==> src/design/pmul_pkg.sv <==
// ----------------------------------------------------------------------------
// pmul_pkg
// Shared constants and types of the polynomial multiply core.
// ----------------------------------------------------------------------------
package pmul_pkg;

	localparam int MAX_DEGREE = 15;
	localparam int TAPS       = MAX_DEGREE + 1;
	localparam int DEG_W      = $clog2(MAX_DEGREE + 1);

	localparam int COEF_W     = 32;
	localparam int IDX_W      = 16;
	localparam int POS_W      = 4;
	localparam int CFG_DEG_W  = 4;
	localparam int ADDR_W     = 3;

	localparam logic [ADDR_W-1:0] ADDR_DEGREE = 3'd0;

	localparam logic MODE_LOAD   = 1'b0;
	localparam logic MODE_STREAM = 1'b1;

	typedef enum logic {
		ST_RUN,
		ST_FLUSH
	} seq_state_t;

	typedef struct packed {
		logic capture;
		logic step;
		logic flush;
		logic clear;
	} cell_ctrl_t;

endpackage

==> src/design/pmul_seq.sv <==
// ----------------------------------------------------------------------------
// pmul_seq
// Request sequencer: product stage valid, flush run, output index and
// the output register.
// ----------------------------------------------------------------------------
module pmul_seq import pmul_pkg::*; (
	input  logic              clk,
	input  logic              arst_n,
	input  logic              in_valid,
	input  logic              in_mode,
	input  logic              in_final,
	output logic              in_ready,
	output logic              load_req,
	input  logic [DEG_W-1:0]  degree,
	input  logic [COEF_W-1:0] sum0,
	output cell_ctrl_t        cell_ctrl,
	output logic              out_valid,
	input  logic              out_ready,
	output logic [COEF_W-1:0] out_coef,
	output logic [IDX_W-1:0]  out_index,
	output logic              out_last
);

	seq_state_t        state_q;
	seq_state_t        state_nxt;
	logic              valid_s1;
	logic              final_s1;
	logic [DEG_W-1:0]  remain_q;
	logic [IDX_W-1:0]  count_q;
	logic              out_valid_q;
	logic [COEF_W-1:0] out_coef_q;
	logic [IDX_W-1:0]  out_index_q;
	logic              out_last_q;

	logic advance;
	logic s1_go;
	logic flush_go;
	logic accept;
	logic emit;
	logic emit_last;
	logic start_flush;

	always_comb begin
		advance     = !out_valid_q || out_ready;
		s1_go       = 1'b0;
		flush_go    = 1'b0;
		unique case (state_q)
			ST_RUN:   s1_go    = advance && valid_s1;
			ST_FLUSH: flush_go = advance;
			default:  s1_go    = 1'b0;
		endcase
		in_ready    = !valid_s1 || s1_go;
		accept      = in_valid && in_ready;
		load_req    = accept && (in_mode == MODE_LOAD);
		emit        = s1_go || flush_go;
		start_flush = s1_go && final_s1 && (degree != '0);
		emit_last   = s1_go ? (final_s1 && (degree == '0)) : (remain_q == DEG_W'(1));
		cell_ctrl.capture = accept && (in_mode == MODE_STREAM);
		cell_ctrl.step    = emit;
		cell_ctrl.flush   = flush_go;
		cell_ctrl.clear   = emit && emit_last;
	end

	always_comb begin
		state_nxt = state_q;
		unique case (state_q)
			ST_RUN: begin
				if (start_flush) state_nxt = ST_FLUSH;
			end
			ST_FLUSH: begin
				if (flush_go && remain_q == DEG_W'(1)) state_nxt = ST_RUN;
			end
			default: state_nxt = ST_RUN;
		endcase
	end

	always_ff @(posedge clk or negedge arst_n) begin
		if (!arst_n) begin
			state_q     <= ST_RUN;
			valid_s1    <= 1'b0;
			final_s1    <= 1'b0;
			remain_q    <= '0;
			count_q     <= '0;
			out_valid_q <= 1'b0;
		end else begin
			state_q <= state_nxt;
			if (cell_ctrl.capture) begin
				valid_s1 <= 1'b1;
				final_s1 <= in_final;
			end else if (s1_go) begin
				valid_s1 <= 1'b0;
			end
			if (start_flush) begin
				remain_q <= degree;
			end else if (flush_go) begin
				remain_q <= remain_q - DEG_W'(1);
			end
			if (cell_ctrl.clear) begin
				count_q <= '0;
			end else if (emit && count_q != '1) begin
				count_q <= count_q + IDX_W'(1);
			end
			if (emit) begin
				out_valid_q <= 1'b1;
			end else if (out_ready) begin
				out_valid_q <= 1'b0;
			end
		end
	end

	always_ff @(posedge clk) begin
		if (emit) begin
			out_coef_q  <= sum0;
			out_index_q <= count_q;
			out_last_q  <= emit_last;
		end
	end

	assign out_valid = out_valid_q;
	assign out_coef  = out_coef_q;
	assign out_index = out_index_q;
	assign out_last  = out_last_q;

endmodule

==> config.mk <==
export PLATFORM = sky130hd
export DESIGN_NAME = pmul_seq
export DESIGN_NICKNAME = d
export VERILOG_FILES = /design/src/design/pmul_pkg.sv /design/src/design/pmul_seq.sv
export SDC_FILE = /design/constraint.sdc
export NUM_CORES = 1
export LEC_CHECK = 0
export BUFFER_PORTS_ARGS = -buffer_cell sky130_fd_sc_hd__buf_4
export CORE_MARGIN = 4
export CORE_UTILIZATION = 41
export DETAILED_ROUTE_END_ITERATION = 8
export HOLD_SLACK_MARGIN = 0.06
export PLACE_DENSITY = 0.73
export SLEW_MARGIN = 20
export SYNTH_ARGS = -nofsm -noshare
export SYNTH_HDL_FRONTEND = slang
export SYNTH_SLANG_ARGS = --single-unit
==> constraint.sdc <==
create_clock -name clk -period 5 [get_ports clk]
set_input_delay 1 -clock clk [delete_from_list [all_inputs] [get_ports clk]]
set_output_delay 1 -clock clk [all_outputs]
set_load 0.03 [all_outputs]
== Yosys cells after proc, flatten, opt, wreduce, memory -nomap -nowiden ==
Cells that the tools add are included.

* Flip-flop bits (word level): 73
* Bits of input ports: 42
* Output and inout port bits: 56
* Logic and storage cells: 50

* Add/subtract/negate cells: 2
* Equal/unequal tests: 2
* Multiplexer cells: 14
* Bitwise logic cells: 2
* Reduce and logical (&&, ||, !) cells: 21

{| class="wikitable"
|+ Operator list
! operator !! count
|-
| $mux W16 || 2
|-
| $add A16 B1 Y16 const B || 1
|-
| $ne A16 B16 Y1 const B || 1
|-
| $logic_and A1 B1 Y1 || 10
|-
| $mux W1 || 9
|-
| $mux W4 || 2
|-
| $reduce_bool A2 Y1 || 4
|-
| $eq A4 B1 Y1 const B || 1
|-
| $logic_not A4 Y1 || 1
|-
| $reduce_bool A4 Y1 || 1
|-
| $sub A4 B1 Y4 const B || 1
|-
| $logic_or A1 B1 Y1 || 3
|-
| $logic_not A1 Y1 || 2
|-
| $not A1 Y1 || 2
|-
| $pmux W1 S2 || 1
|}

== Logic depth before layout (Yosys ltp) ==
Gate-level depths: netlist (run 1).

* Depth in word-level cells: 8
* Gate-level depth with buffers: 6

== Worst setup path after synthesis (run 1) ==
Ideal clock, no wire load.

* Path type: in2out
* Start point: input out_ready
* End point: output cell_ctrl[2] (netlist bit)
* Data arrival time: 2.662 ns
* Required time: 4.000 ns
* Slack: 1.338 ns
* Stages: 4
* Path through: or2b_1 -> o21ai_1 -> inv_1 -> buf_4

* Word-level cells in the longest chain between the ends: 4

{| class="wikitable"
|+ Ends and longest elaborated chain
! item !! line !! RTL
|-
| from (decl) || pmul_seq.sv:18 || <nowiki>input logic out_ready,</nowiki>
|-
| $logic_or A1 B1 Y1 * || pmul_seq.sv:44 || <nowiki>advance = !out_valid_q || out_ready;</nowiki>
|-
| $logic_and A1 B1 Y1 || pmul_seq.sv:48 || <nowiki>ST_RUN: s1_go = advance && valid_s1;</nowiki>
|-
| $mux W1 || pmul_seq.sv:47 || <nowiki>unique case (state_q)</nowiki>
|-
| $logic_or A1 B1 Y1 * || pmul_seq.sv:55 || <nowiki>emit = s1_go || flush_go;</nowiki>
|-
| to (decl) || pmul_seq.sv:16 || <nowiki>output cell_ctrl_t cell_ctrl,</nowiki>
|}

Every way passes the cells marked *; elsewhere a longest branch is shown, timed or not.

==> reports/metrics.cfg, run 1 <==
[clocking]
cts_resized=0
cts_hold_buf=0
cts_tree=built
cts.sinks=73
clockBufferDepth=2
clockRootBuffer=clkbuf_8
post_cts_buffers=0
clk_latency_ns=0.34
htree_levels=3
cts_buffers=9
path_clk_slew_ns=0.07

[timing]
fmax_ghz=0.280
tightest_slew_ns=0.766
setup_tns_ns=0
slew_headroom=0.485
rsz0062_at_grt=false
setup_viol=0
finalCritPeriodShare=0.714
finalCriticalPeriod_ns=3.57
slew_viol_final=0
finalWorstSetupSlack_ns=1.43
hold_viol=0
clock_skew_ns=0.00558

[critical_path]
end_kind=output port
reg2reg_depth=4
reg2reg_to=count_q[9]
crit_arrival_ns=2.57
cp-start-kind=input port
r2r_slack_ns=2.92
criticalPathCategory=input port to output port
worstPathMaxFanout=12
crit_required_ns=4.00
r2r_start=state_q

[placement]
port_buffers=97
dpl_cell_area_um2=3710
place_congestion=0.835
dp_hpwl_mm=4.38
pre_cts_ws_ns=1.48

[pwr]
p_leak_uw=0.00162
power_density_nw_per_um2=608
ir_worst_vdd_mv=0.284

[min_path]
hp-start=count_q[15]
hp-class=flop to flop
hold_end=out_index[15]
whs_path_depth=0

[die]
die_h_um=92.0
num_rows=30
boundaryPins=98
die_x_um=92.0
core_area_um2=6830
initial_utilization=0.424
dieArea_um2=8470

[synthesis]
syn_inst=207
ys_seq_area_frac=0.716
synth_top_area_share=0.508
synth.area.top_cells=edfxtp_1 51%, dfrtp_1 21%, o21ai_0 2.4%
synth_largest_area_cell=edfxtp_1
syn_avg_cell_area_um2=14.0
netlist_area_um2=2900
synth_seq_cells=73
syn-num-nets=252
ys_types=35
ys_warn_count=0

[global_routing]
grt_max_degree=51
grt_first_pass_wirelength_mm=9.94
grt_antenna_before_repair=0
overflow=0
track_usage=0.151
grt_pass1_vias=2025

[routing]
finalWirelength_mm=6.14
postRouteAntennaNets=0
dr.pass1.iters=5
drc_errors=0
vias=2114
vias_per_cell=5.16
drtIter0Drc=185
detail_route.wl_per_cell_um=15.0

[cells_and_area]
drive_gt1_frac=0.379
diodes=0
syn2layout_area_growth_pct=36.3
post-route-util=0.578
final_cell_area_um2=3950
nets=354
n_fill_cell=553

[outcome]
status=finished, final reports clean

[flow_run]
maxCapViolations=0

-- cell usage after synthesis, drive strengths merged --
cell and instances:
or4b 1, ha 3, nand2b 2, mux2 1, edfxtp 49, nor2b 1, or3 5, nand4 5
and4 2, o21ai 15, or4 6, a32oi 1, and3b 1, mux2i 5, nand2 12, a21oi 13
nor3 4, xnor2 2, a41o 1, xor2 1, nand3b 1, o31ai 7, buf 4, nor2 8
nand3 6, nor4 8, inv 8, o21bai 4, clkbuf 4, or2b 1, dfrtp 24, a221o 2
-- where the power goes --
group	leakage (uW)	internal (uW)	switching, uW
Combinational	0.000717	303	562
Clock	0.000116	296	215
Sequential	0.000787	899	126
-- worst max-delay path, cell delays in order --
cell and delay, ns:
buf_4 0.11, nor4_1 0.55, a32oi_1 0.35, nor2_1 0.17, buf_4 0.20, buf_4 0.18
-- worst max-delay path by stage --
| stage | from | to | slack [ns] | depth (start not counted) |
|---|---|---|---|---|
| 6_report | degree[0] | cell_ctrl[0] | 1.43 | 6 |
| 3_3_place_gp | degree[0] | cell_ctrl[0] | 1.55 | 6 |
| 4_1_cts | degree[0] | cell_ctrl[0] | 1.48 | 6 |
| 2_1_floorplan | out_ready | cell_ctrl[2] | 1.34 | 4 |
| 5_1_grt | degree[0] | cell_ctrl[0] | 1.33 | 6 |
| 3_5_place_dp | degree[0] | cell_ctrl[0] | 1.48 | 6 |
-- flip-flops by register name, indices dropped and copies added, names as in the netlist --
signal and flops:
state_q 1, out_valid 1, count_q 16, final_s1 1, out_coef 32, valid_s1 1
out_index 16, remain_q 4, out_last 1
-- area by class of cell --
type                            count  area [um2]  area share
Sequential cell                    73        2070       0.525
Multi-Input combinational cell    118         753       0.191
Timing Repair Buffer               99         743       0.188
Clock buffer                       10         138      0.0349
Tap cell                           96         120      0.0304
Clock inverter                      6        91.3      0.0231
Inverter                            8        30.0     0.00761
-- metrics by stage --
step / power, uW / hold WS, ns / instances
6_report: 2400 / 0.509 / 410
5_1_grt: 2540 / 0.530 / 410
4_1_cts: 2420 / 0.504 / 410
3_5_place_dp: 1910 / 0.484 / 394
3_3_place_gp: 1890 / 0.485 / 394
2_1_floorplan: 1580 / 0.456 / 207
-- logic make-up after synthesis --
group / synth area share
adders and majority gates: 0.0130
and+or+nand+nor: 0.124
xor gates and xnor gates: 0.00908
muxes: 0.0212
buffers and inverters: 0.0264
DFF: 0.716
AOI/OAI and AO/OA: 0.0903
-- cell usage in the layout, fill, tap and decap left out, types with 2 or more instances in the layout --
master and instances:
dfrtp_1 24, nand3_1 6, a221o_1 2, nand2b_1 2, nor2_1 8, edfxtp_1 49
clkbuf_8 10, nor3_1 4, inv_1 7, nand4_1 5, bufinv_16 2, o21ai_0 14
a21oi_1 13, xnor2_1 2, or4_1 6, buf_4 99, nor4_1 7, and4_1 2
or3_1 5, o21bai_1 4, clkinv_4 3, mux2i_1 5, ha_1 3, nand2_1 12
o31ai_1 7
-- layer usage --
| layer | global-route usage | part of all wire | up-vias |
|---|---|---|---|
| met1 | 0.203 | 0.45 | 992 |
| met2 | 0.229 | 0.44 | 114 |
| met3 | 0.0500 | 0.094 | 9 |
| met4 | 0.0594 | 0.015 | 0 |
| met5 | 0 | 0 | - |
| li1 | - | - | 999 |
(Power assumes the default switching activity.)
==> run 2, diff against run 1 <==
--- a/config.mk
+++ b/config.mk
@@ -5,6 +5,7 @@
 export SDC_FILE = /design/constraint.sdc
 export NUM_CORES = 1
 export LEC_CHECK = 0
+export ABC_AREA = 1
 export BUFFER_PORTS_ARGS = -buffer_cell sky130_fd_sc_hd__buf_4
 export CORE_MARGIN = 4
 export CORE_UTILIZATION = 41
==> constraint.sdc (replaced) <==
create_clock -name clk -period 3.7 [get_ports clk]
set_input_delay 0.74 -clock clk [delete_from_list [all_inputs] [get_ports clk]]
set_output_delay 0.74 -clock clk [all_outputs]
set_load 0.03 [all_outputs]
==> run 2 against run 1 <==
Routed wire length increased by 5.1%; combinational power grew 80%; cell area increased by 1.5%; count of clock-buffer cells in the layout fell by 1; critical path type unchanged.
==> reports/metrics.cfg, run 2 <==
[outcome]
status=finished, final reports clean

[synthesis]
netlist_area_um2=2990
yosysMostFrequentCell=nand2_1
ys_top_cells_by_count=52 x nand2_1, 49 x edfxtp_1, 29 x nand3_1, 25 x nor2_1, 24 x dfrtp_1
ys_warn_count=0
syn_inst=252
synth_largest_area_cell=edfxtp_1
syn-num-nets=297
ys_async_sr_fraction=0.329
synth_seq_cells=73
synth-main-ff-cell=edfxtp_1
synth.area.top_cells=edfxtp_1 49%, dfrtp_1 20%, nand2_1 6.5%
ys_seq_area_frac=0.694
synth-edff-count=49
syn_avg_cell_area_um2=11.9
synth_top_area_share=0.493
ys_types=22

[routing]
postRouteAntennaNets=0
vias=2178
detail_route.wl_per_cell_um=14.1
vias_per_cell=4.78
drtIter0Drc=99
drc_errors=0
finalWirelength_mm=6.45
dr.pass1.iters=4

[timing]
slew_headroom=0.569
setup_tns_ns=0
fmax_ghz=0.372
finalWorstSetupSlack_ns=1.01
rsz0062_at_grt=false
whs_ns=0.287
finalCriticalPeriod_ns=2.69
hold_viol=0
tightest_slew_ns=0.647
setup_viol=0
slew_viol_final=0
finalCritPeriodShare=0.727
clock_skew_ns=0.0162

[global_routing]
track_usage=0.155
grtUsageMet3=0.0499
grtUsageMet1=0.183
grt-busiest-layer=met2
grt_first_pass_wirelength_mm=10.4
grt_max_degree=53
met2_usage=0.260
grt_pass1_vias=2131
overflow=0
grt_antenna_before_repair=0

[clocking]
cts_resized=0
cts_buffers=9
clockBufferDepth=2
cts_tree=built
path_clk_slew_ns=0.09
post_cts_buffers=0
cts_hold_buf=0
htree_levels=3
clk_latency_ns=0.34
cts.sinks=73
clockRootBuffer=clkbuf_8

[critical_path]
cp-start-kind=input port
crit_arrival_ns=1.95
r2r_slack_ns=1.46
crit_required_ns=2.96
cp_slowest_stage_delay_ns=0.51
worstPathMaxFanout=52
reg2reg_depth=8
cp_slowest_cell=buf_4
r2r_start=out_valid
path_cells=buf_4, inv_1, nand2_2, nand2_2, nand2_2, buf_4, buf_4
end_kind=output port
reg2reg_to=count_q[11]
criticalPathCategory=input port to output port

[die]
die_x_um=93.4
die_h_um=93.4
dieArea_um2=8710
initial_utilization=0.430
boundaryPins=98
num_rows=30
core_area_um2=6940

[min_path]
hp-class=input port to async pin

[placement]
dp.cells=440
place_congestion=0.812
pre_cts_ws_ns=0.984
dp_hpwl_mm=4.47
port_buffers=97

[pwr]
ir_worst_vdd_mv=0.648
power_density_nw_per_um2=916
p_leak_uw=0.00179

[cells_and_area]
final_cell_mix=99 x buf_4, 52 x nand2_1, 49 x edfxtp_1, 29 x nand3_1, 25 x nor2_1
layout.cells.non_filler=456
final_common_cell=buf_4
post-route-util=0.577
syn2layout_area_growth_pct=34.2
diodes=0
n_fill_cell=595
drive_gt1_frac=0.342
nets=400
largest_register_ff_count=32

[flow_run]
maxCapViolations=0

==> run 2: final cells by class <==
class | count | area [um2] | share of cell area
Clock buffer | 9 | 124 | 0.0309
Clock inverter | 7 | 93.8 | 0.0234
Inverter | 20 | 75.1 | 0.0187
Multi-Input combinational cell | 152 | 779 | 0.195
Sequential cell | 73 | 2070 | 0.517
Tap cell | 96 | 120 | 0.0300
Timing Repair Buffer | 99 | 743 | 0.185
==> run 2: where the power goes <==
part           internal, uW  total (uW)  leakage (uW)  switching (uW)
Clock                   380         680      0.000107             300
Combinational           505        1560      0.000887            1060
Sequential             1280        1430      0.000798             151
==> run 2: worst max path at each step <==
stage | startpoint | to | slack [ns] | depth (start not counted)
after floorplan | out_ready | cell_ctrl[0] | 0.74 | 7
after global placement | out_ready | cell_ctrl[2] | 1.01 | 7
after CTS | out_ready | cell_ctrl[2] | 0.98 | 7
after detailed placement | out_ready | cell_ctrl[2] | 0.98 | 7
after global routing | out_ready | cell_ctrl[2] | 0.88 | 7
final | out_ready | cell_ctrl[2] | 1.01 | 7
==> run 2: logic make-up (layout without fill, tap and decap cells) <==
family,count (synthesis),in the layout,share of synthesized area
and+or+nand+nor,124,124,0.184
DFF,73,73,0.694
buffers and inverters,27,135,0.0452
AOI/OAI and AO/OA,13,13,0.0289
xor gates and xnor gates,12,12,0.0352
adders and majority gates,3,3,0.0126
==> run 2: layer usage <==
layer	wire length, um	vias up
met5	0	-
met4	121	0
met3	571	11
met2	3000	91
met1	2760	1018
li1	-	1058
==> run 2: worst max-delay path, delay by kind of cell <==
kind | cells | cell delay [ns]
buffers and inverters | 4 | 0.90
AND/OR/NAND/NOR | 3 | 0.28
==> run 2: metrics by stage <==
stage	power (uW)	area [um2]
final	3670	4010
after global routing	3880	4010
after CTS	3720	4010
after detailed placement	3020	3790
after global placement	2980	3790
after floorplan	2490	2990
==> run 3, diff against run 2 <==
--- a/config.mk
+++ b/config.mk
@@ -5,13 +5,13 @@
 export SDC_FILE = /design/constraint.sdc
 export NUM_CORES = 1
 export LEC_CHECK = 0
-export ABC_AREA = 1
+export ABC_AREA = 0
 export BUFFER_PORTS_ARGS = -buffer_cell sky130_fd_sc_hd__buf_4
 export CORE_MARGIN = 4
 export CORE_UTILIZATION = 41
 export DETAILED_ROUTE_END_ITERATION = 8
 export HOLD_SLACK_MARGIN = 0.06
-export PLACE_DENSITY = 0.73
+export PLACE_DENSITY = 0.76
 export SLEW_MARGIN = 20
 export SYNTH_ARGS = -nofsm -noshare
 export SYNTH_HDL_FRONTEND = slang
==> constraint.sdc (replaced) <==
create_clock -name clk -period 2.4 [get_ports clk]
set_input_delay 0.48 -clock clk [delete_from_list [all_inputs] [get_ports clk]]
set_output_delay 0.48 -clock clk [all_outputs]
set_load 0.03 [all_outputs]
==> run 3 against run 2 <==
Core utilization rose by 0.44 points; die area fell by 2.8%; clock power rose by 51%; global-route usage barely moved; clock skew fell by 0.0094 ns; largest power group is now sequential cells.
==> reports/metrics.cfg, run 3 (synthesis results as in run 1) <==
[cells_and_area]
largest_register_ff_count=32
final_cell_mix=102 x buf_4, 49 x edfxtp_1, 24 x dfrtp_1, 13 x a21oi_1, 13 x o21ai_0
syn2layout_area_growth_pct=37.2
multiInputGateArea_um2=751
n_fill_cell=557
register_area_um2=2070
diodes=0
nets=358
drive_gt1_frac=0.381
post-route-util=0.582
final_common_cell=buf_4

[timing]
slew_headroom=0.517
setup_viol=0
hold_viol=0
finalCritPeriodShare=0.931
tightest_slew_ns=0.718
rsz0062_at_grt=false
finalCriticalPeriod_ns=2.23
clock_skew_ns=0.00683
slew_viol_final=0
whs_ns=0.315
finalWorstSetupSlack_ns=0.165
fmax_ghz=0.448

[pwr]
p_total_uw=4990
power_density_nw_per_um2=1260
p_leak_uw=0.00162
ir_worst_vdd_mv=0.668

[placement]
pre_cts_ws_ns=0.237
dp_hpwl_mm=4.71
place_congestion=0.853
port_buffers=97

[global_routing]
grt_pass1_vias=2101
grt_first_pass_wirelength_mm=10.5
grt_antenna_before_repair=0
track_usage=0.155
overflow=0
grt_max_degree=47

[die]
num_rows=30
initial_utilization=0.424
boundaryPins=98
dieArea_um2=8470
die_x_um=92.0
die_h_um=92.0
core_area_um2=6830

[critical_path]
cp_slowest_cell=dfrtp_1
r2r_slack_ns=0.28
crit_end=cell_ctrl[2]
cp-start-kind=flop
path_cells=o21ai_2, clkinvlp_4, buf_4
reg2reg_depth=4
reg2reg_to=count_q[9]
crit_required_ns=1.92
cp_slowest_stage_delay_ns=0.50
r2r_start=state_q
worstPathMaxFanout=12
criticalPathCategory=flop to output port
end_kind=output port
cp-startpoint=state_q
crit_arrival_ns=1.75
path_depth=3
cp_num_buf_inv=2
crit_family=buffers and inverters

[clocking]
clockRootBuffer=clkbuf_8
clk_latency_ns=0.33
clockBufferDepth=2
htree_levels=3
cts_tree=built
cts_hold_buf=1
cts_buffers=9
post_cts_buffers=0
cts.sinks=73
path_clk_slew_ns=0.08
cts_resized=0

[routing]
finalWirelength_mm=6.29
postRouteAntennaNets=0
drtIter0Drc=128
vias=2103
dr.pass1.iters=4
detail_route.wl_per_cell_um=15.2
drc_errors=0
vias_per_cell=5.08

[flow_run]
maxCapViolations=0

[min_path]
hp-start=sum0[24]
hp-class=input port to flop

[outcome]
status=finished, final reports clean

## run 3: cell types whose count changed in the layout (fill, tap and decap cells not counted), sizes merged, moves of 6 or more
cell / delta
o31ai: +7
or4: +6
inv: -13
nor2: -19
nand2: -44
nand3: -23
o21ai: +7
a21oi: +12
nor4: +8
xor2: -7
## run 3: how the worst min path moves through the flow
stage                        end  slack (ns)  cells after the start
floorplan             count_q[0]        0.18                      0
global placement       out_valid        0.40                      1
detailed placement     out_valid        0.41                      1
CTS                 out_coef[24]        0.30                      1
global route        out_coef[15]        0.29                      1
finish              out_coef[24]        0.32                      1
## run 3: worst reg2reg max path, stage by stage, from the launching register on
cell and delay (ns):
dfrtp_1 0.55, nor2_1 0.14, or4b_1 0.68, or4_1 0.52, a21oi_1 0.16
## run 3: metrics by stage
step	std cells	TNS [ns]	instance area, um2
6_report	414	0	3970
5_1_grt	414	0	3970
4_1_cts	414	0	3970
3_5_place_dp	397	0	3740
3_3_place_gp	397	0	3740
2_1_floorplan	207	-0.143	2910
## run 3: layer usage
metal | vias up | GRT usage | wire length [um]
met2 | 97 | 0.254 | 2940
met4 | 0 | 0.0483 | 60
met5 | - | 0 | 0
met1 | 986 | 0.201 | 2810
li1 | 1014 | - | -
met3 | 6 | 0.0443 | 486
## run 3: area by class of cell
| cell class | count | area share |
|---|---|---|
| clock inverters | 6 | 0.0233 |
| repair buffers | 103 | 0.195 |
| inverters | 8 | 0.00850 |
| clock buffers | 10 | 0.0321 |
| flip-flops and latches | 73 | 0.522 |
| well taps | 96 | 0.0302 |
| multi-input cells | 118 | 0.189 |
## run 3: report_power, final
group          total (uW)  switching [uW]  internal [uW]
registers            2130             261           1870
logic                1820            1180            641
clock network        1030             443            591
