===== config.mk =====
export PLATFORM = sky130hd
export DESIGN_NAME = pmul_cell
export DESIGN_NICKNAME = d
export VERILOG_FILES = /design/src/design/pmul_pkg.sv /design/src/design/pmul_cell.sv
export SDC_FILE = /design/constraint.sdc
export NUM_CORES = 1
export LEC_CHECK = 0
export BUFFER_PORTS_ARGS = -buffer_cell sky130_fd_sc_hd__buf_2
export CAP_MARGIN = 10
export CORE_MARGIN = 2
export CORE_UTILIZATION = 60
export DETAILED_ROUTE_END_ITERATION = 6
export PLACE_DENSITY = 0.78
export SLEW_MARGIN = 30
export SYNTH_ARGS = -nofsm -noshare
export SYNTH_HDL_FRONTEND = slang
export SYNTH_SLANG_ARGS = --single-unit

===== constraint.sdc =====
create_clock -name clk -period 16.2 [get_ports clk]
set_input_delay 0.81 -clock clk [delete_from_list [all_inputs] [get_ports clk]]
set_output_delay 0.81 -clock clk [all_outputs]
set_load 0.02 [all_outputs]

===== src/design/pmul_pkg.sv =====
// ----------------------------------------------------------------------------
// pmul_pkg
// Shared constants and types of the polynomial multiply core.
// ----------------------------------------------------------------------------
package pmul_pkg;

	localparam int MAX_DEGREE = 15;
	localparam int TAPS       = MAX_DEGREE + 1;
	localparam int DEG_W      = $clog2(MAX_DEGREE + 1);

	localparam int COEF_W     = 32;
	localparam int IDX_W      = 16;
	localparam int POS_W      = 4;
	localparam int CFG_DEG_W  = 4;
	localparam int ADDR_W     = 3;

	localparam logic [ADDR_W-1:0] ADDR_DEGREE = 3'd0;

	localparam logic MODE_LOAD   = 1'b0;
	localparam logic MODE_STREAM = 1'b1;

	typedef enum logic {
		ST_RUN,
		ST_FLUSH
	} seq_state_t;

	typedef struct packed {
		logic capture;
		logic step;
		logic flush;
		logic clear;
	} cell_ctrl_t;

endpackage


===== src/design/pmul_cell.sv =====
// ----------------------------------------------------------------------------
// pmul_cell
// One tap of the transposed convolution: held multiplier coefficient,
// registered product and one partial sum handed down the chain.
// ----------------------------------------------------------------------------
module pmul_cell import pmul_pkg::*; (
	input  logic              clk,
	input  logic              arst_n,
	input  cell_ctrl_t        ctrl,
	input  logic              load_en,
	input  logic              tap_en,
	input  logic [COEF_W-1:0] coefficient,
	input  logic [COEF_W-1:0] sum_upper,
	output logic [COEF_W-1:0] sum
);

	logic [COEF_W-1:0] mult_q;
	logic [COEF_W-1:0] prod_s1;
	logic [COEF_W-1:0] psum_q;

	always_ff @(posedge clk) begin
		if (load_en) begin
			mult_q <= coefficient;
		end
		if (ctrl.capture) begin
			prod_s1 <= COEF_W'(coefficient * mult_q);
		end
	end

	always_ff @(posedge clk or negedge arst_n) begin
		if (!arst_n) begin
			psum_q <= '0;
		end else if (ctrl.clear) begin
			psum_q <= '0;
		end else if (ctrl.step) begin
			psum_q <= sum_upper;
		end
	end

	assign sum = psum_q + ((tap_en && !ctrl.flush) ? prod_s1 : '0);

endmodule


Yosys cells after proc, flatten, opt, wreduce, memory -nomap -nowiden
Cells that the tools add are included.

Output and inout bits: 32. Logic and storage cells: 11. Flip-flop bits (word level): 96. Latch bits: 0. Input bits: 72. Memories: 0. Bits in writable memories: 0. ROM bits: 0.

Bitwise operators: 0. Multiplexer cells: 3. Reduce and logical (&&, ||, !) cells: 3. $mul: 1. Add/sub/neg operators: 1. Equal/unequal tests: 0. Divide/modulo/power cells: 0. Shift-type cells: 0. Magnitude comparators: 0.

Operators with widths (number): 32-bit 2-to-1 mux (3); 32-bit adder (1); 32-bit by 32-bit multiplier with 32-bit output (1); 2-bit nonzero test (1); 1-bit logical AND (1); 1-bit zero test (1).

Longest topological paths before layout
Gate-level depths: netlist of the first run.

Word-level depth: 4. Mapped depth: 28. Mapped depth without buffers: 25.

Worst setup path after synthesis of the first run
Ideal clock, no wire load.

Path kind: in2reg. Start: input port coefficient[12]. End: register prod_s1[30], data pin. Arrival: 7126 ps. Buffers on the path: 3. Stages: 27. Setup slack: 8817 ps. Path through: clkbuf_1 > clkbuf_1 > nand2_1 > fa_1 > inv_1 > fa_1 > inv_1 > fa_1 > fa_1 > inv_1 > fa_1 > inv_1 > fa_1 > fa_1 > fa_1 > inv_1 > ha_1 > clkbuf_1 > a21oi_1 > o21bai_1 > a21oi_1 > o21ai_0 > a21o_1 > a31o_2 > a211o_1 > a21oi_2 > xnor2_1.

Cells in the longest elaborated chain, start to end: 1.

RTL lines: from (decl) (RTL line pmul_cell.sv:12) `input logic [COEF_W-1:0] coefficient,`; 32-bit by 32-bit multiplier with 32-bit output (RTL line pmul_cell.sv:26) `prod_s1 <= COEF_W'(coefficient * mult_q);`; to (signal assigned) (RTL line pmul_cell.sv:26); to (decl) (RTL line pmul_cell.sv:18) `logic [COEF_W-1:0] prod_s1;`.

Every way passes these cells. A chain may end at the register's enable or synchronous reset.

Worst setup path after layout of the first run
Start: register mult_q[7]. End: register prod_s1[31], data pin.

Cells in the longest elaborated chain, start to end: 1.

RTL lines: from (decl) (RTL line pmul_cell.sv:17) `logic [COEF_W-1:0] mult_q;`; from (signal assigned) (RTL line pmul_cell.sv:23) `mult_q <= coefficient;`; 32-bit by 32-bit multiplier with 32-bit output (RTL line pmul_cell.sv:26).

Every way passes these cells.

==> results of run 1 <==
[stage by stage]
stage,util [%],hold slack (ns)
detailed placement,63.2,0.522
finish,64.3,0.498
CTS,64.2,0.512
global route,64.3,0.552
floorplan,-,0.493
global placement,63.2,0.511
[state kept, by name, indices dropped and copies added, names as in the netlist]
signal,flops
psum_q,32
prod_s1,32
mult_q,32
[worst max-delay path by stage]
stage	from	to	slack, ns	cells after the start
finish	mult_q[7]	prod_s1[31]	8.66	23
floorplan	coefficient[12]	prod_s1[30]	8.82	27
detailed placement	coefficient[9]	prod_s1[31]	8.58	25
global placement	coefficient[9]	prod_s1[31]	8.61	25
CTS	mult_q[6]	prod_s1[31]	8.67	23
global route	mult_q[7]	prod_s1[31]	8.31	23
[placed cells by master, fill, tap and decap left out, drive strengths merged, types with 12 or more instances in the layout]
cell / count
fa: 409
inv: 405
and2: 302
nand2: 274
ha: 154
buf: 112
xnor2: 83
edfxtp: 64
nor2: 57
a21oi: 41
mux2i: 35
dfrtp: 32
a21o: 31
xor2: 28
o21ai: 27
nor3: 12
[synthesized netlist by cell type, types with 7 or more instances]
cell type / number / share of area, %
a21oi_1: 40 / 0.98
nand3_1: 8 / 0.20
nor3_1: 12 / 0.29
inv_1: 401 / 7.3
xor2_1: 28 / 1.2
ha_1: 154 / 9.4
xnor2_1: 83 / 3.5
dfrtp_1: 32 / 3.9
fa_1: 409 / 40
nand2b_1: 7 / 0.21
edfxtp_1: 64 / 9.4
mux2i_1: 35 / 1.7
o21ai_0: 26 / 0.63
nand2_1: 274 / 5.0
a21o_1: 31 / 1.1
and2_1: 301 / 9.2
o21a_1: 10 / 0.37
clkbuf_1: 94 / 1.7
nor2_1: 57 / 1.0
[worst max-delay path, stage by stage (launching register included)]
cell and delay (ns):
edfxtp_1 1.00, and2_1 0.25, fa_1 0.44, fa_1 0.49
fa_1 0.51, inv_1 0.05, fa_1 0.52, inv_1 0.07
fa_1 0.49, inv_1 0.05, fa_1 0.52, inv_1 0.05
fa_1 0.50, fa_1 0.42, ha_1 0.37, a21o_1 0.19
a21o_1 0.17, a21oi_1 0.16, o21ai_0 0.10, a21oi_1 0.19
nor2_1 0.12, a211oi_1 0.33, a21oi_1 0.13, xnor2_1 0.14
[area by class of cell]
type | count | share of cell area, %
clock buffers | 9 | 1.04
flip-flops and latches | 96 | 12.6
clock inverters | 7 | 0.452
multi-input cells | 1544 | 73.6
inverters | 401 | 6.96
repair buffers | 112 | 2.76
well taps | 448 | 2.59
[layer usage]
metal  vias to the layer above  GRT usage, %
met3                       126          6.82
li1                       6484             -
met5                         -             0
met1                      7411          40.1
met2                       703          49.5
met4                         2          10.5
[logic make-up after synthesis]
logic type	Yosys count	synth area share, %
and+or+nand+nor	686	16.8
adders and majority gates	563	49.3
buffers and inverters	498	9.12
AOI/OAI and AO/OA	149	4.95
xor gates and xnor gates	111	4.74
DFF	96	13.3
muxes	35	1.71
==> metrics.md, run 1 <==
| Metric | Value |
|---|---|
| Die area | between 30000 and 40000 µm² |
| # IOs | 104 |
| Drt pass-1 iters | 5 |
| Total Nets Final | 2799 |
| WP data required | around 16 ns |
| Min cycle time layout | about 7.5 ns |
| Hold/Removal Path Class | primary input to async pin |
| Register area share after synthesis | 13.3% |
| Ys flop type | edfxtp_1 |
| Clock Latency Late Sink | roughly 0.38 ns |
| First-pass GRT wire length | 83700 µm |
| CTS resizes | 0 |
| Final hold viol count | 0 |
| Relative slew slack | between 30% and 40% |
| Status | finished, final reports clean |
| Clock root cell | clkbuf_16 |
| Final WS setup | 8.66 ns |
| # setup viols final | 0 |
| Chip height | roughly 190 µm |
| CTS buffer count | 9 |
| Ant diodes | 0 |
| Row count | 67 |
| Element type at the critical path end | register |
| Sequential Area | around 2700 µm² |
| Final non-filler cell total | between 2000 and 3000 |
| Initial antenna violation count | 1 |
| Reg-to-reg startpoint | mult_q[7] |
| Synth async-reset ratio | ~33% |
| Gr ovfl total | 0 |
| Post-Syn Instances | between 2000 and 2500 |
| WL met3 | between 4000 and 5000 µm |
| Fin crit share | around 47% |
| CP Max Fanout | 25 |
| Setup crit start kind | register |
| Placed instance count | ~2600 |
| Synthesis-stage register bit count | 96 |
| Total Wirelength | 51000 µm |
| EDFF count, synth | 64 |
| Max-cap violation count | 0 |
| Worst slack, placed | 8.58 ns |
| Routed Antenna Nets | 0 |
| Post-CTS setup buffers | 0 |
| Clock sink count | 96 |
| Initial DRC Count | between 1000 and 1500 |
| FF-to-FF path depth | 23 |
| Port Buffer Count | approximately 100 |
| Final worst clock skew | ~0.018 ns |
| Placeable Area | around 34000 µm² |
| Multi-input logic area | 15900 µm² |
| CTS max path bufs | 2 |
| Routability-driven placement congestion ratio | between 0.9 and 1 |
| CTS Hold Bufs | 0 |
| Pins Over Slew Limit | 0 |
| Mapped Area | 20500 µm² |
| R2r setup slk | about 8.7 ns |
| Syn_nets | 2773 |
| Die width | roughly 190 µm |
| H-tree depth | 3 |
| Post-synth cell types | 53 |
| Crit path arrival time | 7.64 ns |
| Worst Tran Pin Value | between 1 and 1.5 ns |
| Fill cells | 2684 |
| DR WL/cell | 19.5 µm |
| Share of cells above drive strength 1 | approximately 6.6% |
| Initial Util | about three fifths |
| Vias in the first global route | around 16000 |
| Avg Cell Area, Syn | ~9.6 µm² |
| Fin area | 21600 µm² |
| Upper clock frequency limit | roughly 130 MHz |
| WL met1 | 20500 µm |
| Drt drc | 0 |
| Detailed-placement wirelength estimate | approximately 40000 µm |
| Placed Area | between 20000 and 25000 µm² |
| Largest net degree at the start of global routing | 34 |
| Met2 WL | around 24000 µm |
| Top routing layer in use | met5 |
| Via density | ~5.6 |
| Via Count | between 10000 and 15000 |
| Worst R2R End | prod_s1[31] |
| Warnings, synthesis | 0 |
| Synthesis-to-layout area growth | 5.45% |
| Setup tns final | 0 ns |
| Worst-path clk slew | ~0.08 ns |
| TritonCTS clock tree | built |
| RSZ-0062 raised after global routing | no |
| Total GRT Usage | a little under a third |
| Critical path class | register to register |
Power of run 1 is not shown: default switching activity piles up to over one toggle a cycle in this logic, so the estimate is an artifact.
==> run 2, diff against run 1 <==
==> constraint.sdc (replaced) <==
create_clock -name clk -period 7.15 [get_ports clk]
set_input_delay 0.3575 -clock clk [delete_from_list [all_inputs] [get_ports clk]]
set_output_delay 0.3575 -clock clk [all_outputs]
set_load 0.02 [all_outputs]
==> run 2 against run 1 <==
Against the previous run: clock skew grew 0.00080 ns; global-route usage grew 0.99 points; die area is the same; sequential share of layout area shrank 0.30 points; core utilization grew 1.6 points; non-clock buffer count grew 65; worst setup slack lost 8.5 ns; critical endpoint unchanged; highest routed layer is now met4.
==> metrics.md, run 2 (synthesis gave the netlist of run 1 again) <==
| Metric | Value |
|---|---|
| Status | finished, final reports clean |
| Final hold viol count | 0 (unchanged) |
| Detailed-placement wirelength estimate | 42900 µm (+9.8%) |
| # setup viols final | 0 (unchanged) |
| Worst R2R End | prod_s1[31] |
| CP peak stage delay | 0.62 ns (-0.38 ns) |
| Most used cell, CP | fa_1 |
| Vias in the first global route | 16468 (+1.4%) |
| Total GRT Usage | 31.3% (+0.99 points) |
| H-tree depth | 3 (unchanged) |
| Crit path arrival time | 7.07 ns (-0.57 ns) |
| Total Nets Final | 2864 (+2.3%) |
| FF-to-FF path depth | 22 (-4.3%) |
| Row count | 67 (unchanged) |
| Reg-to-reg startpoint | mult_q[11] |
| Chip height | 189 µm (unchanged) |
| Worst path cell trace | buf_4, nand2_1, fa_1, inv_1, fa_1, fa_1, inv_1, fa_1, fa_1, fa_1, fa_1, inv_1, fa_1, xor2_1, xnor2_1, xnor2_1, xnor2_1, xnor2_1, xnor2_1, xnor2_1, buf_4, xnor2_1 |
| Hold/Removal Path Class | primary input to async pin |
| Die area | 35700 µm² (unchanged) |
| Placeable Area | 33600 µm² (unchanged) |
| Ant diodes | 0 (unchanged) |
| CTS buffer count | 9 (unchanged) |
| Clock sink count | 96 (unchanged) |
| Initial DRC Count | 967 (-20%) |
| Synthesis-to-layout area growth | 8.00% |
| Pins Over Slew Limit | 0 (unchanged) |
| Relative slew slack | 41.9% (+8.7 points) |
| WP buf/inv | 5 (+1) |
| Clock Latency Late Sink | 0.38 ns (about the same) |
| Via density | 5.62 (about the same) |
| R2r setup slk | 0.20 ns (-8.46 ns) |
| Initial antenna violation count | 0 (-1) |
| Worst Tran Pin Value | 0.872 ns (-0.130 ns) |
| Leading cell types in the layout, fill and taps excluded | fa_1, inv_1, and2_1 |
| Total Wirelength | 52700 µm (+3.4%) |
| # IOs | 104 (unchanged) |
| Initial Util | 61.0% (unchanged) |
| Gr ovfl total | 0 (unchanged) |
| Critical path's top delay family | adder cells |
| Critical path class | register to register |
| Fin util | 65.8% (+1.6 points) |
| Drt pass-1 iters | 5 (unchanged) |
| Final worst clock skew | 0.0185 ns (+0.000800 ns) |
| Largest net degree at the start of global routing | 33 (-2.9%) |
| Via Count | 15081 (+2.4%) |
| Worst-path clk slew | 0.09 ns (about the same) |
| Registers with the most flip-flops | mult_q: 32 flops, prod_s1: 32 flops, psum_q: 32 flops |
| RSZ-0062 raised after global routing | no |
| Element type at the critical path end | register |
| Upper clock frequency limit | 144 MHz (+8.5%) |
| First-pass GRT wire length | 85900 µm (+2.6%) |
| CP Max Fanout | 12 (-52%) |
| Routed Antenna Nets | 0 (unchanged) |
| Clock root cell | clkbuf_16 |
| Hold_ws | 0.0530 ns (-0.445 ns) |
| Setup crit start kind | register |
| Routability-driven placement congestion ratio | 0.980 (+8.8%) |
| Crit path max-delay cell type | edfxtp_1 |
| WP data required | 7.27 ns (-9.04 ns) |
| Share of cells above drive strength 1 | 9.53% (+2.9 points) |
| Drt drc | 0 (unchanged) |
| Die width | 189 µm (unchanged) |
| Port Buffer Count | 103 (unchanged) |
| TritonCTS clock tree | built |
| Min cycle time layout | 6.95 ns (-0.589 ns) |
| Max-cap violation count | 0 (unchanged) |
| Setup tns final | 0 ns (unchanged) |
| Fin crit share | 97.2% (+51 points) |
| DR WL/cell | 19.7 µm (+0.90%) |
| Commonest non-fill, non-tap cell in the layout | fa_1 |
| CTS max path bufs | 2 (unchanged) |
| CTS Hold Bufs | 0 (unchanged) |
==> run 2: cell types whose count changed in the layout (fill, tap and decap cells not counted), moves of 2 or more <==
cell	before	now
buf_4	8	70
buf_12	0	3
ha_1	154	152
inv_6	4	2
==> run 2: routing by layer <==
layer  up-vias  global-route usage, %  share of wire [%]
met3       152                   6.74                9.7
met2       748                   49.7                 45
li1       6633                      -                  -
met4         0                   11.4                4.0
met5         -                      0                  0
met1      7548                   42.6                 41
==> run 2: how the worst max path moves through the flow <==
stage	start	endpoint	slack [ns]	cells after the start
3_3_place_gp	mult_q[13]	prod_s1[31]	0.20	23
6_report	mult_q[11]	prod_s1[31]	0.20	22
4_1_cts	mult_q[13]	prod_s1[31]	0.11	23
2_1_floorplan	coefficient[12]	prod_s1[30]	0.22	27
3_5_place_dp	coefficient[12]	prod_s1[28]	0.08	23
5_1_grt	mult_q[5]	prod_s1[30]	0.002	24
==> run 2: final cells by class <==
cell class | instances | area (µm²)
multi-input combinational | 1544 | 15900
fill | 2641 | 11500
sequential | 96 | 2720
inverter | 401 | 1510
timing repair buffer | 177 | 1120
tap | 448 | 561
clock buffer | 9 | 225
clock inverter | 7 | 75.1
==> run 2: timing repair <==
| action | in CTS | in global routing |
|---|---|---|
| setup endpoints to repair | 0 | 6 |
| gates resized for setup | 0 | 8 |
| setup buffers | 0 | 9 |
| endpoints found under the hold margin | 0 | 0 |
==> run 2: metrics by stage <==
step                      area (µm²)  worst slack [ns]  cells
after floorplan                20500             0.219   2138
after global placement         21700             0.200   2657
after detailed placement       21700            0.0776   2657
after CTS                      22000             0.105   2673
after global routing           22100           0.00240   2682
final                          22100             0.203   2682
==> run 2: worst reg2reg max path: stages (launching register included) <==
cell and delay, ns:
edfxtp_1 0.62, buf_4 0.28, nand2_1 0.10, fa_1 0.54
inv_1 0.04, fa_1 0.51, fa_1 0.57, inv_1 0.06
fa_1 0.49, fa_1 0.56, fa_1 0.43, fa_1 0.49
inv_1 0.05, fa_1 0.38, xor2_1 0.25, xnor2_1 0.14
xnor2_1 0.22, xnor2_1 0.10, xnor2_1 0.27, xnor2_1 0.18
xnor2_1 0.15, buf_4 0.18, xnor2_1 0.08
Power of run 2 is left out for the same reason.
==> run 3, diff against run 2 <==
--- a/config.mk
+++ b/config.mk
@@ -7,10 +7,12 @@
 export LEC_CHECK = 0
 export BUFFER_PORTS_ARGS = -buffer_cell sky130_fd_sc_hd__buf_2
 export CAP_MARGIN = 10
+export CELL_PAD_IN_SITES_DETAIL_PLACEMENT = 1
+export CELL_PAD_IN_SITES_GLOBAL_PLACEMENT = 1
 export CORE_MARGIN = 2
-export CORE_UTILIZATION = 60
+export CORE_UTILIZATION = 46
 export DETAILED_ROUTE_END_ITERATION = 6
-export PLACE_DENSITY = 0.78
+export PLACE_DENSITY_LB_ADDON = 0.1
 export SLEW_MARGIN = 30
 export SYNTH_ARGS = -nofsm -noshare
 export SYNTH_HDL_FRONTEND = slang
==> constraint.sdc (replaced) <==
create_clock -name clk -period 6.1 [get_ports clk]
set_input_delay 0.305 -clock clk [delete_from_list [all_inputs] [get_ports clk]]
set_output_delay 0.305 -clock clk [all_outputs]
set_load 0.02 [all_outputs]
==> run 3 against run 2 <==
Against the previous run: the run now ends with negative setup slack left; worst setup slack got worse by 0.92 ns; hold slack worse by 0.031 ns; clock-buffer cell count up 3; final area grew 11%; non-clock buffer count up 185; global-route usage decreased by 3.0 points; routed wire length rose by 19%; core utilization shrank 10 points; clock skew shrank 0.011 ns; sequential share of layout area is 1.2 points lower; register-to-register slack got worse by 0.92 ns.
==> metrics.md, run 3 (synthesis gave the netlist of run 1 again) <==
| Metric | Value |
|---|---|
| Status | finished, violations left |
| Violated checks | negative setup slack |
| WL met1 | 24900 µm (+15%) |
| Ant diodes | 0 (unchanged) |
| Share of cells above drive strength 1 | 20.4% (+11 points) |
| Initial antenna violation count | 1 (+1) |
| Routed Antenna Nets | 0 (unchanged) |
| Drt drc | 0 (unchanged) |
| Element type at the critical path end | register |
| Min cycle time layout | 6.82 ns (-0.127 ns) |
| # IOs | 104 (unchanged) |
| Clock root cell | clkbuf_16 |
| Leading cell types in the layout, fill and taps excluded | inv_1, fa_1, and2_1 |
| Final hold viol count | 0 (unchanged) |
| CP Max Fanout | 8 (-4) |
| Worst Tran Pin Value | 0.876 ns (+0.00370 ns) |
| WL met3 | 2370 µm (-53%) |
| Total Nets Final | 3049 (+6.5%) |
| Placed instance count | 2963 (+12%) |
| Largest net degree at the start of global routing | 33 (unchanged) |
| Initial Util | 46.4% (-15 points) |
| Clock sink count | 96 (unchanged) |
| TritonCTS clock tree | built |
| Relative slew slack | 41.6% (-0.25 points) |
| Routability-driven placement congestion ratio | 0.919 (-6.2%) |
| Final non-filler cell total | 3011 (+12%) |
| CTS buffer count | 9 (unchanged) |
| Registers with the most flip-flops | mult_q: 32 flops, prod_s1: 32 flops, psum_q: 32 flops |
| Setup crit start kind | register |
| Met2 WL | 32100 µm (+35%) |
| Critical path class | register to register |
| Worst-path clk slew | 0.07 ns (-0.02 ns) |
| Via Count | 15499 (+2.8%) |
| Hold/Removal Path Class | primary input to async pin |
| Fin area | 24500 µm² (+11%) |
| Placeable Area | 44100 µm² (+31%) |
| Top routing layer in use | met4 |
| Fin crit share | 112% (+15 points) |
| H-tree depth | 3 (unchanged) |
| Die area | 46300 µm² (+30%) |
| Max-cap violation count | 0 (unchanged) |
| Commonest non-fill, non-tap cell in the layout | inv_1 |
| Detailed-placement wirelength estimate | 52400 µm (+22%) |
| Via density | 5.15 (-8.5%) |
| # setup viols final | 15 (+15) |
| Total GRT Usage | 28.3% (-3.0 points) |
| Pins Over Slew Limit | 0 (unchanged) |
| Final WS setup | -0.719 ns (-0.923 ns) |
| Initial DRC Count | 669 (-31%) |
| Setup tns final | -6.86 ns (-6.86 ns) |
| Gr ovfl total | 0 (unchanged) |
| CTS Hold Bufs | 0 (unchanged) |
| WP data required | 6.25 ns (-1.02 ns) |
| First-pass GRT wire length | 99300 µm (+16%) |
| Die width | 215 µm (+14%) |
| Crit path arrival time | 6.97 ns (-0.10 ns) |
| Chip height | 215 µm (+14%) |
| Port Buffer Count | 103 (unchanged) |
| CTS max path bufs | 2 (unchanged) |
| Upper clock frequency limit | 147 MHz (+1.9%) |
| Row count | 77 (+15%) |
| Total Wirelength | 62900 µm (+19%) |
| Drt pass-1 iters | 5 (unchanged) |
| Fill cells | 5060 (+92%) |
| Vias in the first global route | 18041 (+9.6%) |
| DR WL/cell | 20.9 µm (+6.3%) |
| Placed Area | 23400 µm² (+7.7%) |
| Synthesis-to-layout area growth | 19.4% |
| Final worst clock skew | 0.00719 ns (-0.0113 ns) |
| RSZ-0062 raised after global routing | yes |
| Clock Latency Late Sink | 0.39 ns (about the same) |
-- run 3: cell types whose count changed in the layout (fill, tap and decap cells not counted), moves of 14 or more --
| cell | change |
|---|---|
| buf_6 | +14 |
| fa_2 | +24 |
| buf_4 | +152 |
| buf_12 | +17 |
| fa_1 | -24 |
| ha_4 | +17 |
| ha_1 | -18 |
-- run 3: critical path, stage by stage (launching register included) --
cell      delay [ns]
edfxtp_1        0.56
buf_6           0.20
and2_4          0.13
fa_1            0.46
fa_2            0.55
inv_2           0.04
fa_1            0.48
fa_1            0.50
inv_1           0.05
fa_1            0.48
inv_1           0.05
fa_1            0.49
fa_1            0.43
fa_1            0.51
inv_2           0.05
ha_4            0.23
a21oi_2         0.13
o21bai_1        0.11
a21oi_2         0.16
o21ai_2         0.08
a21o_1          0.16
a31o_4          0.22
a211o_1         0.28
a21oi_2         0.16
xnor2_1         0.08
-- run 3: cell type report --
type / instances / area [µm²] / share of cell area [%]
multi-input cells: 1544 / 16400 / 67.1
repair buffers: 362 / 2780 / 11.3
flip-flops and latches: 96 / 2720 / 11.1
inverters: 401 / 1510 / 6.15
well taps: 592 / 741 / 3.03
clock buffers: 12 / 278 / 1.13
clock inverters: 4 / 23.8 / 0.0971
-- run 3: final timing paths --
check	depth (start not counted)	endpoint	slack, ns	start
max	24	prod_s1[30]	-0.72	mult_q[5]
min	1	psum_q[1]	0.02	arst_n
max reg2reg	24	prod_s1[30]	-0.72	mult_q[5]
min reg2reg	2	psum_q[16]	0.54	psum_q[16]
max in group asynchronous	1	psum_q[25]	5.52	arst_n
min in group clk	1	mult_q[31]	0.13	coefficient[31]
-- run 3: per-stage QoR --
stage	hold slack [ns]	util (%)	setup WS, ns
floorplan	0.00941	-	-0.489
global placement	0.446	53.0	-0.780
detailed placement	0.460	53.0	-0.890
CTS	0.0373	54.9	-0.681
global route	0.0651	55.5	-0.907
finish	0.0218	55.5	-0.719
-- run 3: routing by layer --
| metal | track usage, % | vias up |
|---|---|---|
| li1 | - | 6998 |
| met1 | 33.0 | 7993 |
| met2 | 50.8 | 360 |
| met3 | 4.19 | 148 |
| met4 | 14.2 | 0 |
| met5 | 0 | - |
-- run 3: repair_timing --
action,4_1_cts,5_1_grt
setup endpoints to repair,15,20
hold endpoints to repair,0,0
buffers inserted,33,5
resized for setup,73,48
pin swaps,62,40
Power of run 3 is left out for the same reason.
